===== src/sv/itp_pkg.sv =====
`timescale 1ns / 1ps
// ============================================================================
// itp_pkg: shared types, constants and microcode for the infix to postfix
// converter.
// Holds the transfer payload structs, operator codes, the character
// classifier and the control store of the sequencer.
// ============================================================================
package itp_pkg;

    // Operator stack geometry.
    localparam int STACK_DEPTH = 16;
    localparam int CNT_W       = $clog2(STACK_DEPTH + 1);
    localparam int ADDR_W      = $clog2(STACK_DEPTH);
    localparam int CODE_W      = 3;

    // Width of a microcode address.
    localparam int UA_W = 5;

    localparam logic [7:0] CHAR_SPACE = 8'h20;
    localparam logic [7:0] CHAR_NUL   = 8'h00;

    typedef struct packed {
        logic [7:0] in_char;
        logic       end_of_expr;
    } in_item_t;

    typedef struct packed {
        logic [7:0] out_char;
        logic       is_last;
        logic [1:0] error_code;
    } out_item_t;

    // Stored operator codes.
    typedef enum logic [CODE_W-1:0] {
        OPC_OPEN = 3'd0,
        OPC_POW  = 3'd1,
        OPC_MUL  = 3'd2,
        OPC_DIV  = 3'd3,
        OPC_ADD  = 3'd4,
        OPC_SUB  = 3'd5
    } op_code_t;

    typedef enum logic [2:0] {
        CLS_SPACE,
        CLS_OPERAND,
        CLS_OPEN,
        CLS_CLOSE,
        CLS_OPER
    } cls_t;

    typedef enum logic [1:0] {
        ERR_NONE      = 2'd0,
        ERR_OVERFLOW  = 2'd1,
        ERR_UNMATCHED = 2'd2
    } err_t;

    // Byte source of a microinstruction.
    typedef enum logic [2:0] {
        EM_NONE,
        EM_CHAR,
        EM_SPACE,
        EM_TOP,
        EM_FINAL
    } emit_t;

    typedef enum logic [1:0] {
        STK_NONE,
        STK_PUSH,
        STK_POP
    } stk_t;

    // Jump conditions. C_NEXT always falls through.
    typedef enum logic [2:0] {
        C_NEXT,
        C_ALWAYS,
        C_NO_INPUT,
        C_CLASS,
        C_NO_POP,
        C_CLOSE_STOP,
        C_NOT_LAST,
        C_EMPTY
    } cond_t;

    typedef struct packed {
        logic             accept;
        logic             set_err;
        emit_t            emit;
        stk_t             stk;
        cond_t            cond;
        logic [UA_W-1:0]  target;
    } ctrl_t;

    // Status the datapath returns to the sequencer.
    typedef struct packed {
        logic in_valid;
        logic hold;
        logic no_pop;
        logic close_stop;
        logic not_last;
        logic empty;
        cls_t cls;
    } flags_t;

    // Microcode entry points.
    localparam logic [UA_W-1:0] UA_IDLE       = 5'd0;
    localparam logic [UA_W-1:0] UA_DISPATCH   = 5'd1;
    localparam logic [UA_W-1:0] UA_OPERAND    = 5'd2;
    localparam logic [UA_W-1:0] UA_OPND_SPACE = 5'd3;
    localparam logic [UA_W-1:0] UA_OP_LOOP    = 5'd4;
    localparam logic [UA_W-1:0] UA_OP_POP     = 5'd5;
    localparam logic [UA_W-1:0] UA_OP_SPACE   = 5'd6;
    localparam logic [UA_W-1:0] UA_PUSH       = 5'd7;
    localparam logic [UA_W-1:0] UA_CLOSE_LOOP = 5'd8;
    localparam logic [UA_W-1:0] UA_CLOSE_POP  = 5'd9;
    localparam logic [UA_W-1:0] UA_CLOSE_SPC  = 5'd10;
    localparam logic [UA_W-1:0] UA_CLOSE_END  = 5'd11;
    localparam logic [UA_W-1:0] UA_END        = 5'd12;
    localparam logic [UA_W-1:0] UA_FLUSH      = 5'd13;
    localparam logic [UA_W-1:0] UA_FLUSH_POP  = 5'd14;
    localparam logic [UA_W-1:0] UA_FLUSH_SPC  = 5'd15;
    localparam logic [UA_W-1:0] UA_FINISH     = 5'd16;

    function automatic cls_t classify(input logic [7:0] ch);
        cls_t c;
        case (ch)
            8'h20:   c = CLS_SPACE;
            8'h28:   c = CLS_OPEN;
            8'h29:   c = CLS_CLOSE;
            8'h5E,
            8'h2A,
            8'h2F,
            8'h2B,
            8'h2D:   c = CLS_OPER;
            default: c = CLS_OPERAND;
        endcase
        return c;
    endfunction

    function automatic op_code_t op_of(input logic [7:0] ch);
        op_code_t o;
        case (ch)
            8'h5E:   o = OPC_POW;
            8'h2A:   o = OPC_MUL;
            8'h2F:   o = OPC_DIV;
            8'h2B:   o = OPC_ADD;
            8'h2D:   o = OPC_SUB;
            default: o = OPC_OPEN;
        endcase
        return o;
    endfunction

    // Smaller binds tighter; an open bracket never pops.
    function automatic logic [3:0] prec(input op_code_t o);
        logic [3:0] p;
        case (o)
            OPC_POW: p = 4'd1;
            OPC_MUL,
            OPC_DIV: p = 4'd2;
            OPC_ADD,
            OPC_SUB: p = 4'd3;
            default: p = 4'd9;
        endcase
        return p;
    endfunction

    function automatic logic [7:0] code_char(input op_code_t o);
        logic [7:0] ch;
        case (o)
            OPC_POW: ch = 8'h5E;
            OPC_MUL: ch = 8'h2A;
            OPC_DIV: ch = 8'h2F;
            OPC_ADD: ch = 8'h2B;
            OPC_SUB: ch = 8'h2D;
            default: ch = 8'h28;
        endcase
        return ch;
    endfunction

    function automatic logic [UA_W-1:0] class_target(input cls_t c);
        logic [UA_W-1:0] t;
        case (c)
            CLS_OPERAND: t = UA_OPERAND;
            CLS_OPEN:    t = UA_PUSH;
            CLS_CLOSE:   t = UA_CLOSE_LOOP;
            CLS_OPER:    t = UA_OP_LOOP;
            default:     t = UA_END;
        endcase
        return t;
    endfunction

    function automatic ctrl_t mw(input logic            accept,
                                 input logic            set_err,
                                 input emit_t           emit,
                                 input stk_t            stk,
                                 input cond_t           cond,
                                 input logic [UA_W-1:0] target);
        ctrl_t w;
        w.accept  = accept;
        w.set_err = set_err;
        w.emit    = emit;
        w.stk     = stk;
        w.cond    = cond;
        w.target  = target;
        return w;
    endfunction

    // Control store.
    function automatic ctrl_t micro_word(input logic [UA_W-1:0] pc);
        ctrl_t w;
        case (pc)
            UA_IDLE:       w = mw(1'b1, 1'b0, EM_NONE,  STK_NONE, C_NO_INPUT,   UA_IDLE);
            UA_DISPATCH:   w = mw(1'b0, 1'b1, EM_NONE,  STK_NONE, C_CLASS,      UA_END);
            UA_OPERAND:    w = mw(1'b0, 1'b0, EM_CHAR,  STK_NONE, C_NEXT,       UA_IDLE);
            UA_OPND_SPACE: w = mw(1'b0, 1'b0, EM_SPACE, STK_NONE, C_ALWAYS,     UA_END);
            UA_OP_LOOP:    w = mw(1'b0, 1'b0, EM_NONE,  STK_NONE, C_NO_POP,     UA_PUSH);
            UA_OP_POP:     w = mw(1'b0, 1'b0, EM_TOP,   STK_POP,  C_NEXT,       UA_IDLE);
            UA_OP_SPACE:   w = mw(1'b0, 1'b0, EM_SPACE, STK_NONE, C_ALWAYS,     UA_OP_LOOP);
            UA_PUSH:       w = mw(1'b0, 1'b0, EM_NONE,  STK_PUSH, C_ALWAYS,     UA_END);
            UA_CLOSE_LOOP: w = mw(1'b0, 1'b0, EM_NONE,  STK_NONE, C_CLOSE_STOP, UA_CLOSE_END);
            UA_CLOSE_POP:  w = mw(1'b0, 1'b0, EM_TOP,   STK_POP,  C_NEXT,       UA_IDLE);
            UA_CLOSE_SPC:  w = mw(1'b0, 1'b0, EM_SPACE, STK_NONE, C_ALWAYS,     UA_CLOSE_LOOP);
            UA_CLOSE_END:  w = mw(1'b0, 1'b0, EM_NONE,  STK_POP,  C_NEXT,       UA_IDLE);
            UA_END:        w = mw(1'b0, 1'b0, EM_NONE,  STK_NONE, C_NOT_LAST,   UA_FINISH);
            UA_FLUSH:      w = mw(1'b0, 1'b0, EM_NONE,  STK_NONE, C_EMPTY,      UA_FINISH);
            UA_FLUSH_POP:  w = mw(1'b0, 1'b0, EM_TOP,   STK_POP,  C_NEXT,       UA_IDLE);
            UA_FLUSH_SPC:  w = mw(1'b0, 1'b0, EM_SPACE, STK_NONE, C_ALWAYS,     UA_FLUSH);
            UA_FINISH:     w = mw(1'b0, 1'b0, EM_FINAL, STK_NONE, C_ALWAYS,     UA_IDLE);
            default:       w = mw(1'b0, 1'b0, EM_NONE,  STK_NONE, C_ALWAYS,     UA_IDLE);
        endcase
        return w;
    endfunction

endpackage


===== src/sv/infix_to_postfix_converter.sv =====
`timescale 1ns / 1ps
// ============================================================================
// infix_to_postfix_converter: shunting-yard conversion of a character stream
// Takes one infix character per transfer and produces the postfix text as a
// byte stream, each token followed by a space.
// ============================================================================
// The block works on one character at a time under a small microprogram. A
// character is taken and classified in an idle step, dispatched on its class
// in a dispatch step, and then handled: an operand emits itself and a space,
// an open bracket is pushed, an operator pops and emits the entries it yields
// to and is then pushed, a close bracket pops and emits entries down to its
// open bracket, which it drops, and the end of an expression flushes the
// stack. An emitted byte that pushes out a staged byte needs the single output
// register to be free, so a stalled output simply holds the sequencer in
// place. One byte is always held back in a staging register so that the final
// byte of an expression can be flagged with is_last, and every byte of a
// character carries that character's error code, known before any byte
// leaves: a close bracket errs when no open bracket is stacked (a running
// count tracks them), an open bracket overflows when the stack is full, and
// an operator only when the stack is full and nothing can be popped. The
// operator stack lives in a small RAM with a registered read port addressed
// at the current top of stack; the microcode leaves at least one step after
// every push or pop before the top is used. Stack entries hold no reset value
// and their contents are used only below the fill count.
module infix_to_postfix_converter (
    input  logic                clk,
    input  logic                rst_n,
    input  logic                infix_valid,
    output logic                infix_stall,
    input  itp_pkg::in_item_t   infix_item,
    output logic                postfix_valid,
    input  logic                postfix_stall,
    output itp_pkg::out_item_t  postfix_item
);

    itp_pkg::ctrl_t  ctrl;
    itp_pkg::flags_t flags;

    // Latched character and its decoded form.
    logic [7:0]         char_reg;
    logic [7:0]         char_next;
    logic               last_reg;
    logic               last_next;
    itp_pkg::cls_t      cls_reg;
    itp_pkg::cls_t      cls_next;
    itp_pkg::op_code_t  code_reg;
    itp_pkg::op_code_t  code_next;
    itp_pkg::err_t      err_reg;
    itp_pkg::err_t      err_next;

    // Stack bookkeeping.
    logic [itp_pkg::CNT_W-1:0] cnt_reg;
    logic [itp_pkg::CNT_W-1:0] cnt_next;
    logic [itp_pkg::CNT_W-1:0] open_reg;
    logic [itp_pkg::CNT_W-1:0] open_next;
    logic [itp_pkg::CNT_W-1:0] cnt_dec;

    // Staging byte and output register.
    logic [7:0]          pend_reg;
    logic [7:0]          pend_next;
    logic                pend_valid_reg;
    logic                pend_valid_next;
    itp_pkg::out_item_t  out_reg;
    itp_pkg::out_item_t  out_next;
    logic                out_valid_reg;
    logic                out_valid_next;

    // Stack RAM signals.
    logic                       ram_we;
    logic [itp_pkg::CODE_W-1:0] ram_rdata;
    itp_pkg::op_code_t          top_code;

    logic       accept;
    logic       not_empty;
    logic       full;
    logic       no_pop;
    logic       out_free;
    logic       final_has;
    logic       hold;
    logic       go;
    logic       byte_emit;
    logic [7:0] emit_byte;
    logic       do_push;
    logic       do_pop;

    itp_seq u_seq (
        .clk   (clk),
        .rst_n (rst_n),
        .flags (flags),
        .ctrl  (ctrl)
    );

    // The read address always follows the current top of stack.
    assign cnt_dec = cnt_reg - itp_pkg::CNT_W'(1);

    itp_ram #(
        .WIDTH (itp_pkg::CODE_W),
        .DEPTH (itp_pkg::STACK_DEPTH)
    ) u_stack (
        .clk   (clk),
        .we    (ram_we),
        .waddr (cnt_reg[itp_pkg::ADDR_W-1:0]),
        .wdata (code_reg),
        .raddr (cnt_dec[itp_pkg::ADDR_W-1:0]),
        .rdata (ram_rdata)
    );

    assign top_code  = itp_pkg::op_code_t'(ram_rdata);
    assign not_empty = (cnt_reg != '0);
    assign full      = (cnt_reg == itp_pkg::CNT_W'(itp_pkg::STACK_DEPTH));

    // An operator pops every stacked entry that binds at least as tightly.
    assign no_pop = !(not_empty &&
                      (itp_pkg::prec(top_code) <= itp_pkg::prec(code_reg)));

    // The output register can take a byte when empty or being drained now.
    assign out_free  = !out_valid_reg || !postfix_stall;
    assign final_has = pend_valid_reg || last_reg || (err_reg != itp_pkg::ERR_NONE);

    always_comb
    begin
        byte_emit = 1'b0;
        emit_byte = itp_pkg::CHAR_SPACE;
        hold      = 1'b0;
        case (ctrl.emit)
            itp_pkg::EM_CHAR:
            begin
                byte_emit = 1'b1;
                emit_byte = char_reg;
                hold      = pend_valid_reg && !out_free;
            end
            itp_pkg::EM_SPACE:
            begin
                byte_emit = 1'b1;
                hold      = pend_valid_reg && !out_free;
            end
            itp_pkg::EM_TOP:
            begin
                byte_emit = 1'b1;
                emit_byte = itp_pkg::code_char(top_code);
                hold      = pend_valid_reg && !out_free;
            end
            itp_pkg::EM_FINAL:
            begin
                hold = final_has && !out_free;
            end
            default:
            begin
                hold = 1'b0;
            end
        endcase
    end

    assign go          = !hold;
    assign infix_stall = !ctrl.accept;
    assign accept      = ctrl.accept && infix_valid;
    assign do_push     = go && (ctrl.stk == itp_pkg::STK_PUSH) && (err_reg == itp_pkg::ERR_NONE);
    assign do_pop      = go && (ctrl.stk == itp_pkg::STK_POP) && not_empty;
    assign ram_we      = do_push;

    always_comb
    begin
        flags.in_valid   = infix_valid;
        flags.hold       = hold;
        flags.no_pop     = no_pop;
        flags.close_stop = !not_empty || (top_code == itp_pkg::OPC_OPEN);
        flags.not_last   = !last_reg;
        flags.empty      = !not_empty;
        flags.cls        = cls_reg;
    end

    // Next-state logic for the datapath registers.
    always_comb
    begin
        char_next       = char_reg;
        last_next       = last_reg;
        cls_next        = cls_reg;
        code_next       = code_reg;
        err_next        = err_reg;
        cnt_next        = cnt_reg;
        open_next       = open_reg;
        pend_next       = pend_reg;
        pend_valid_next = pend_valid_reg;
        out_next        = out_reg;
        out_valid_next  = out_valid_reg && postfix_stall;

        if (accept)
        begin
            char_next = infix_item.in_char;
            last_next = infix_item.end_of_expr;
            cls_next  = itp_pkg::classify(infix_item.in_char);
            code_next = itp_pkg::op_of(infix_item.in_char);
        end

        // The error code of the character is settled before any byte leaves.
        if (ctrl.set_err)
        begin
            case (cls_reg)
                itp_pkg::CLS_CLOSE:
                    err_next = (open_reg == '0) ? itp_pkg::ERR_UNMATCHED : itp_pkg::ERR_NONE;
                itp_pkg::CLS_OPEN:
                    err_next = full ? itp_pkg::ERR_OVERFLOW : itp_pkg::ERR_NONE;
                itp_pkg::CLS_OPER:
                    err_next = (full && no_pop) ? itp_pkg::ERR_OVERFLOW : itp_pkg::ERR_NONE;
                default:
                    err_next = itp_pkg::ERR_NONE;
            endcase
        end

        if (do_push)
        begin
            cnt_next = cnt_reg + itp_pkg::CNT_W'(1);
            if (code_reg == itp_pkg::OPC_OPEN)
            begin
                open_next = open_reg + itp_pkg::CNT_W'(1);
            end
        end
        else if (do_pop)
        begin
            cnt_next = cnt_dec;
            if (top_code == itp_pkg::OPC_OPEN)
            begin
                open_next = open_reg - itp_pkg::CNT_W'(1);
            end
        end

        // A new byte pushes the staged byte out and takes its place.
        if (byte_emit && go)
        begin
            if (pend_valid_reg)
            begin
                out_next.out_char   = pend_reg;
                out_next.is_last    = 1'b0;
                out_next.error_code = err_reg;
                out_valid_next      = 1'b1;
            end
            pend_next       = emit_byte;
            pend_valid_next = 1'b1;
        end

        // Close the character: release the staged byte, or stand in for it.
        // A character with nothing to send leaves a waiting transfer alone.
        if ((ctrl.emit == itp_pkg::EM_FINAL) && go)
        begin
            if (final_has)
            begin
                out_next.is_last    = last_reg;
                out_next.error_code = err_reg;
                if (pend_valid_reg)
                begin
                    out_next.out_char = pend_reg;
                end
                else if (last_reg)
                begin
                    out_next.out_char = itp_pkg::CHAR_SPACE;
                end
                else
                begin
                    out_next.out_char = itp_pkg::CHAR_NUL;
                end
                out_valid_next = 1'b1;
            end
            pend_valid_next = 1'b0;
        end
    end

    always_ff @(posedge clk or negedge rst_n)
    begin
        if (!rst_n)
        begin
            cnt_reg        <= '0;
            open_reg       <= '0;
            pend_valid_reg <= 1'b0;
            out_valid_reg  <= 1'b0;
            last_reg       <= 1'b0;
            err_reg        <= itp_pkg::ERR_NONE;
            cls_reg        <= itp_pkg::CLS_SPACE;
        end
        else
        begin
            cnt_reg        <= cnt_next;
            open_reg       <= open_next;
            pend_valid_reg <= pend_valid_next;
            out_valid_reg  <= out_valid_next;
            last_reg       <= last_next;
            err_reg        <= err_next;
            cls_reg        <= cls_next;
        end
    end

    always_ff @(posedge clk)
    begin
        char_reg <= char_next;
        code_reg <= code_next;
        pend_reg <= pend_next;
        out_reg  <= out_next;
    end

    assign postfix_valid = out_valid_reg;
    assign postfix_item  = out_reg;

endmodule


===== src/sv/itp_ram.sv =====
`timescale 1ns / 1ps
// ============================================================================
// itp_ram: generic single-port-write, single-port-read RAM
// One write and one read per cycle; the read data is registered.
// ============================================================================
module itp_ram #(
    parameter int WIDTH = 8,
    parameter int DEPTH = 16
) (
    input  logic                     clk,
    input  logic                     we,
    input  logic [$clog2(DEPTH)-1:0] waddr,
    input  logic [WIDTH-1:0]         wdata,
    input  logic [$clog2(DEPTH)-1:0] raddr,
    output logic [WIDTH-1:0]         rdata
);

    logic [WIDTH-1:0] mem [DEPTH];
    logic [WIDTH-1:0] rdata_reg;

    always_ff @(posedge clk)
    begin
        if (we)
        begin
            mem[waddr] <= wdata;
        end
        rdata_reg <= mem[raddr];
    end

    assign rdata = rdata_reg;

endmodule


===== src/sv/itp_seq.sv =====
`timescale 1ns / 1ps
// ============================================================================
// itp_seq: microcode sequencer
// Step counter over the control store with conditional and dispatch jumps.
// ============================================================================
module itp_seq (
    input  logic           clk,
    input  logic           rst_n,
    input  itp_pkg::flags_t flags,
    output itp_pkg::ctrl_t  ctrl
);

    logic [itp_pkg::UA_W-1:0] pc_reg;
    logic [itp_pkg::UA_W-1:0] pc_next;
    logic [itp_pkg::UA_W-1:0] pc_inc;

    assign ctrl   = itp_pkg::micro_word(pc_reg);
    assign pc_inc = pc_reg + itp_pkg::UA_W'(1);

    always_comb
    begin
        pc_next = pc_reg;
        if (!flags.hold)
        begin
            case (ctrl.cond)
                itp_pkg::C_NEXT:       pc_next = pc_inc;
                itp_pkg::C_ALWAYS:     pc_next = ctrl.target;
                itp_pkg::C_NO_INPUT:   pc_next = flags.in_valid ? pc_inc : ctrl.target;
                itp_pkg::C_CLASS:      pc_next = itp_pkg::class_target(flags.cls);
                itp_pkg::C_NO_POP:     pc_next = flags.no_pop ? ctrl.target : pc_inc;
                itp_pkg::C_CLOSE_STOP: pc_next = flags.close_stop ? ctrl.target : pc_inc;
                itp_pkg::C_NOT_LAST:   pc_next = flags.not_last ? ctrl.target : pc_inc;
                itp_pkg::C_EMPTY:      pc_next = flags.empty ? ctrl.target : pc_inc;
                default:               pc_next = itp_pkg::UA_IDLE;
            endcase
        end
    end

    always_ff @(posedge clk or negedge rst_n)
    begin
        if (!rst_n)
        begin
            pc_reg <= itp_pkg::UA_IDLE;
        end
        else
        begin
            pc_reg <= pc_next;
        end
    end

endmodule

===== config.mk =====
export PLATFORM = sky130hd
export DESIGN_NAME = infix_to_postfix_converter
export DESIGN_NICKNAME = d
export VERILOG_FILES = /design/src/sv/itp_pkg.sv /design/src/sv/infix_to_postfix_converter.sv /design/src/sv/itp_ram.sv /design/src/sv/itp_seq.sv
export SDC_FILE = /design/constraint.sdc
export NUM_CORES = 1
export LEC_CHECK = 0
export ABC_AREA = 0
export BUFFER_PORTS_ARGS = -buffer_cell sky130_fd_sc_hd__buf_4
export CORE_MARGIN = 2
export CORE_UTILIZATION = 28
export CTS_CLUSTER_DIAMETER = 60
export DETAILED_ROUTE_END_ITERATION = 8
export MAX_ROUTING_LAYER = met4
export PLACE_DENSITY = 0.41
export SYNTH_ARGS = -nofsm -noshare
export SYNTH_HDL_FRONTEND = slang
export SYNTH_SLANG_ARGS = --single-unit
export TNS_END_PERCENT = 20

===== constraint.sdc =====
create_clock -name clk -period 3.7 [get_ports clk]
set_input_delay 0.74 -clock clk [delete_from_list [all_inputs] [get_ports clk]]
set_output_delay 0.74 -clock clk [all_outputs]
set_load 0.1 [all_outputs]

-- Word level (Yosys, flattened, before mapping)
Memory sizes are Yosys's and may differ from the RTL's. A register that Yosys moved wholly into a read port is not among the register bits.
Cells that the tools add are included.
- $lt $le $gt $ge: 1
- reductions and logical operators: 40
- equal/unequal tests: 37
- $add $sub $neg: 5
- muxes and demuxes: 39
- operator list (kind ; count):
    $eq A8 B6 Y1 const B ; 7
    $mux W5 ; 11
    $mux W11 ; 4
    $pmux W5 S8 ; 1
    $pmux W7 S5 ; 1
    $eq A3 B2 Y1 const B ; 10
    $eq A3 B3 Y1 const B ; 10
    $pmux W4 S3 ; 2
    $pmux W4 S4 ; 1
    $pmux W8 S2 ; 1
    $add A5 B1 Y5 const B ; 3
    $eq A3 B1 Y1 const B ; 5
    $pmux W3 S5 ; 1
    $logic_and A1 B1 Y1 ; 12
    $pmux W3 S4 ; 1
    $mux W1 ; 11
    $sub A5 B1 Y5 const B ; 2
    $logic_not A3 Y1 ; 3
    $eq A8 B7 Y1 const B ; 1
    $mux W8 ; 1
    $reduce_bool A2 Y1 ; 4
    $reduce_or A2 Y1 ; 4
    $logic_not A1 Y1 ; 7
    $mux W6 ; 1
    15 further kinds ; 18
- logic and storage cells: 138
- memory bits (writable): 48
- flip-flop bits (word level): 53
- bits in read-only memories: 480
- memories kept: 2
- output and inout port bits: 13
- input bits: 13
- memory list (name ; depth ; width ; rd ports ; clocked after Yosys merged registers in ; write ports ; RTL line ; source):
    (no name shown) ; 32 ; 15 ; 1 ; 0 ; 0 ; itp_pkg.sv:210 ; case (pc)
    u_stack.mem ; 16 ; 3 ; 1 ; 1 ; 1 ; itp_ram.sv:18 ; logic [WIDTH-1:0] mem [DEPTH];

-- Logic depth before layout (Yosys ltp)
- depth in word-level cells: 10
- mapped depth: 16
- mapped depth without buffers: 14

-- Cells and area by module
A second synthesis with hierarchy kept.
- cell total of the unflattened synthesis: 462
- area, all modules: 5485.3 µm²
- modules (own cells, without submodules) (module ; cells each ; times used ; area an instance (µm²)):
    infix_to_postfix_converter ; 221 ; 1 ; 2451.1
    itp_ram ; 103 ; 1 ; 2011.9
    itp_seq ; 138 ; 1 ; 1022.2

-- Worst setup path before layout
Ideal clock, no wire load.
- path kind: register to register
- start point: reg u_seq.pc_reg[1] (netlist name)
- end point: reg open_reg[4] (netlist name)
- arrival: 2.966 ns
- buffers on the path: 2
- slack: 0.611 ns
- stages on the path, launching flop included: 17
- path through: dfrtp_1 buf_2 inv_1 ha_1 mux2i_1 mux2_2 a211oi_2 or2_1 buf_6 nor2_4 inv_1 fa_1 a21o_1 a21oi_1 xnor2_1 nand2_2 xnor2_1
- longest elaborated chain between the ends: 9
- RTL lines (element ; RTL line ; source):
    start, declared ; itp_seq.sv:13 ; logic [itp_pkg::UA_W-1:0] pc_reg;
    start signal, assigned ; itp_seq.sv:43 ; pc_reg <= itp_pkg::UA_IDLE;
    start signal, assigned ; itp_seq.sv:47 ; pc_reg <= pc_next;
    $mem_v2 Z32 W15 * ; n/a ;
    $eq A3 B2 Y1 or $eq A3 B1 Y1 (tied branches) ; infix_to_postfix_converter.sv:125 ; case (ctrl.emit)
    $reduce_or A3 Y1 (no source line) ; n/a ;
    $pmux W1 S2 ; infix_to_postfix_converter.sv:125 ;
    $logic_not A1 Y1 ; n/a ;
    $logic_and A1 B1 Y1 (on tied branches) (2 in series) ; infix_to_postfix_converter.sv:157, infix_to_postfix_converter.sv:158 ;
    $ne A2 B1 Y1 (no source line) or $reduce_bool A2 Y1 (tied branches) ; n/a ;
    $reduce_and A3 Y1 (no source line) ; n/a ;
    end signal, assigned ; infix_to_postfix_converter.sv:282 ; open_reg <= open_next;
    end, declared ; infix_to_postfix_converter.sv:54 ; logic [itp_pkg::CNT_W-1:0] open_reg;
Mark *: on every way between the ends. The rest lies on a longest branch, timed or not.
A chain may end at the register's enable or synchronous reset.

-- Worst setup path in the final report
- start point: reg u_seq.pc_reg[0] (netlist name)
- end point: reg open_reg[4] (netlist name)
Same word-level chain as after synthesis.

==> results by group <==
Synth
  • Mapped Cells: 483
  • Synth cell types: 73
  • Post-Syn Area: 5490 µm²
  • Synthesized area per cell: 11.4 µm²
  • #FFs+latches synth: 104
  • Post-synth EDFFs: 67
  • Post-synthesis sequential area ratio: 52.3%
  • Syn nets: 517
  • Ys flop type: edfxtp_1
  • Ys async rst share: 22.1%
  • Synth warnings: 0

STA
  • Slew Viols, Final: 0
  • Skew final: 0.00765 ns
  • Max Clk Rate: 314 MHz
  • Final period util: 86.1%
  • Hold WS: 0.291 ns
  • Final hold vios: 0
  • Slew @ Worst Pin: 0.888 ns
  • Fin crit period: 3.18 ns
  • Setup TNS: 0 ns
  • Slew Limit Headroom: 40.0%
  • Final setup fails: 0
  • RSZ-0062 raised after global routing: no

Die
  • Ports: 26
  • Core area: 19300 µm²
  • Die Area: 20700 µm²
  • Initial Utilization: 28.4%
  • Die Width: 144 µm
  • Row count: 51
  • Die Ht: 144 µm

Critical path
  • CP Data Arrival Time: 3.42 ns
  • WS Path Type: reg -> reg
  • Highest-delay cell along the critical path: dfrtp_1
  • WP data required: 3.94 ns
  • Worst Setup SP: u_seq.pc_reg[0]
  • Crit-path cells: buf_4, ha_1, mux2i_1, mux2_2, a211oi_2, or2_1, nor2_4, inv_1, ha_1, a21o_1, a21oi_1, xnor2_1, nand2_2, xnor2_1
  • Critical Path Sink Type: flop
  • RR Startpoint: u_seq.pc_reg[0]
  • CP Launch Type: flop
  • Worst-path fanout max: 15
  • Slowest stage delay, CP: 0.39 ns

Clock network
  • Clock sinks: 104
  • Root buffer cell: clkbuf_16
  • Clock Path Buffers: 2
  • Setup Fix Bufs, Post-CTS: 0
  • Clock transition at path regs: 0.07 ns
  • H-tree depth: 3
  • Hold_buf cts: 0
  • CTS Buf Count: 9
  • Post-CTS Resized: 0
  • CTS tree: built
  • Clk_lat worst skew: 0.35 ns

Final layout
  • Share of layout cells above drive strength 1: 18.7%
  • Post-route cell area: 6290 µm²
  • Final net count: 548
  • Util after Layout: 32.6%
  • Syn-to-layout area delta: 14.7%
  • Reg with most FFs: u_stack.mem
  • Antenna diode count: 0
  • Largest register FFs: 48

Placed design
  • Final GP Congestion: 0.882
  • Placed Instance Area: 6000 µm²
  • Detailed Place HPWL: 9540 µm
  • IO Port Bufs: 25

Routing
  • Via Count: 3746
  • Final wirelength: 13200 µm
  • Final ANT Viol Nets: 0
  • Drt wl/cell: 16.8 µm
  • DRC: 0
  • First-pass DRT Iterations: 5
  • Initial DRC count: 403
  • Vias/cell: 4.78

Pwr
  • Worst vdd ir: 0.000292 V
  • PD cells: 956 nW/µm²
  • NetSw: 2.74 mW
  • Gate power share: 55.3%
  • Switching part of the total power: 45.5%
  • Clock share of power: 15.6%
  • Total Power: 6.02 mW
  • Seq pwr share: 29.1%
  • Int Power: 3.28 mW
  • Leakage power: 2.33 nW

GRT
  • GR Overflow Total: 0
  • Gr usage total: 13.6%
  • Initial antenna violation count: 0
  • Vias in the first global route: 3803
  • First-pass GRT wire length: 20800 µm
  • Largest net degree at the start of global routing: 24

Min path
  • Worst hold path class: in -> async

Outcome
  • Outcome: finished clean

Flow run
  • Number of max-cap violations: 0
cell families after synthesis:
kind of cell	after synthesis	synth area share, %
AND/OR/NAND/NOR	190	17.5
flip-flops	104	52.3
AO/OA/AOI/OAI	88	10.7
buffers and inverters	35	3.12
multiplexers	27	8.62
adder cells (fa/ha/maj)	22	5.11
XOR/XNOR	17	2.71
critical path: cells and delay by family (launching register included):
| family | cells | cell delay (ns) |
|---|---|---|
| compound gates | 3 | 0.67 |
| flops | 1 | 0.39 |
| xor+xnor | 2 | 0.27 |
| simple gates | 3 | 0.37 |
| mux | 2 | 0.42 |
| buf+inv | 2 | 0.39 |
| fa+ha+maj | 2 | 0.57 |
routing by layer:
layer / share of wire, % / GRT usage (%) / routed length, µm
met3: 3.6 / 2.88 / 471
met5: 0 / - / 0
met1: 47 / 17.3 / 6200
met2: 48 / 22.4 / 6400
met4: 1.1 / 3.15 / 139
power by group through the flow:
| stage | clock [mW] | sequential [mW] | combinational (mW) |
|---|---|---|---|
| after floorplan | 0 | 2.07 | 2.20 |
| after global placement | 0 | 1.77 | 3.33 |
| after detailed placement | 0 | 1.78 | 3.32 |
| after CTS | 0.973 | 1.75 | 3.34 |
| after global routing | 1.02 | 1.78 | 3.63 |
| final | 0.940 | 1.75 | 3.33 |
cell usage after synthesis, types with 4 or more instances:
master,n,area (µm²)
dfxtp_1,14,280
a21o_1,4,30.0
ha_1,20,250
inv_1,15,56.3
edfxtp_1,67,2010
dfrtp_1,23,576
mux2_2,4,45.0
mux4_2,15,338
xor2_1,5,43.8
or2_2,4,25.0
nand2b_1,5,31.3
nor2b_1,6,37.5
a21oi_1,25,125
buf_2,8,40.0
o21ai_0,18,90.1
nand3_1,9,45.0
nor4_1,6,37.5
nor2_1,66,248
xnor2_1,12,105
clkbuf_1,7,26.3
a22o_1,7,61.3
and3_1,6,37.5
a31oi_1,5,31.3
mux2i_1,6,60.1
nand2_1,45,169
nor3_1,8,40.0
final timing paths:
kind                                   end  slack [ns]  cells past startpoint
max in group asynchronous       cls_reg[1]        3.13                      1
min in group clk           postfix_item[2]        0.45                      2
setup / recovery               open_reg[4]        0.52                     14
hold reg to reg            postfix_item[2]        0.45                      2
hold / removal             u_seq.pc_reg[3]        0.29                      1
setup reg to reg               open_reg[4]        0.52                     14
metrics by stage:
step / setup slack [ns] / cells
finish: 0.516 / 784
global route: 0.296 / 784
CTS: 0.511 / 784
detailed placement: 0.518 / 768
global placement: 0.608 / 768
floorplan: 0.611 / 483
area by class of cell:
type,count,area (µm²)
Multi-Input combinational cell,344,2450
Clock inverter,7,65.1
Tap cell,265,332
Fill cell,1958,13000
Sequential cell,104,2870
Timing Repair Buffer,40,300
Inverter,15,56.3
Clock buffer,9,225
placed cells by master, fill, tap and decap left out, drive strengths merged, types with 7 or more instances in the layout:
master and instances:
dfxtp 14, o21ai 20, nor2 71, a22o 7, buf 40, xnor2 12, nor3 8, nand2 48
clkbuf 9, inv 18, dfrtp 23, a21oi 26, edfxtp 67, mux4 15, nand3 10, ha 20
Note: power is estimated with default switching activity, not from simulation.
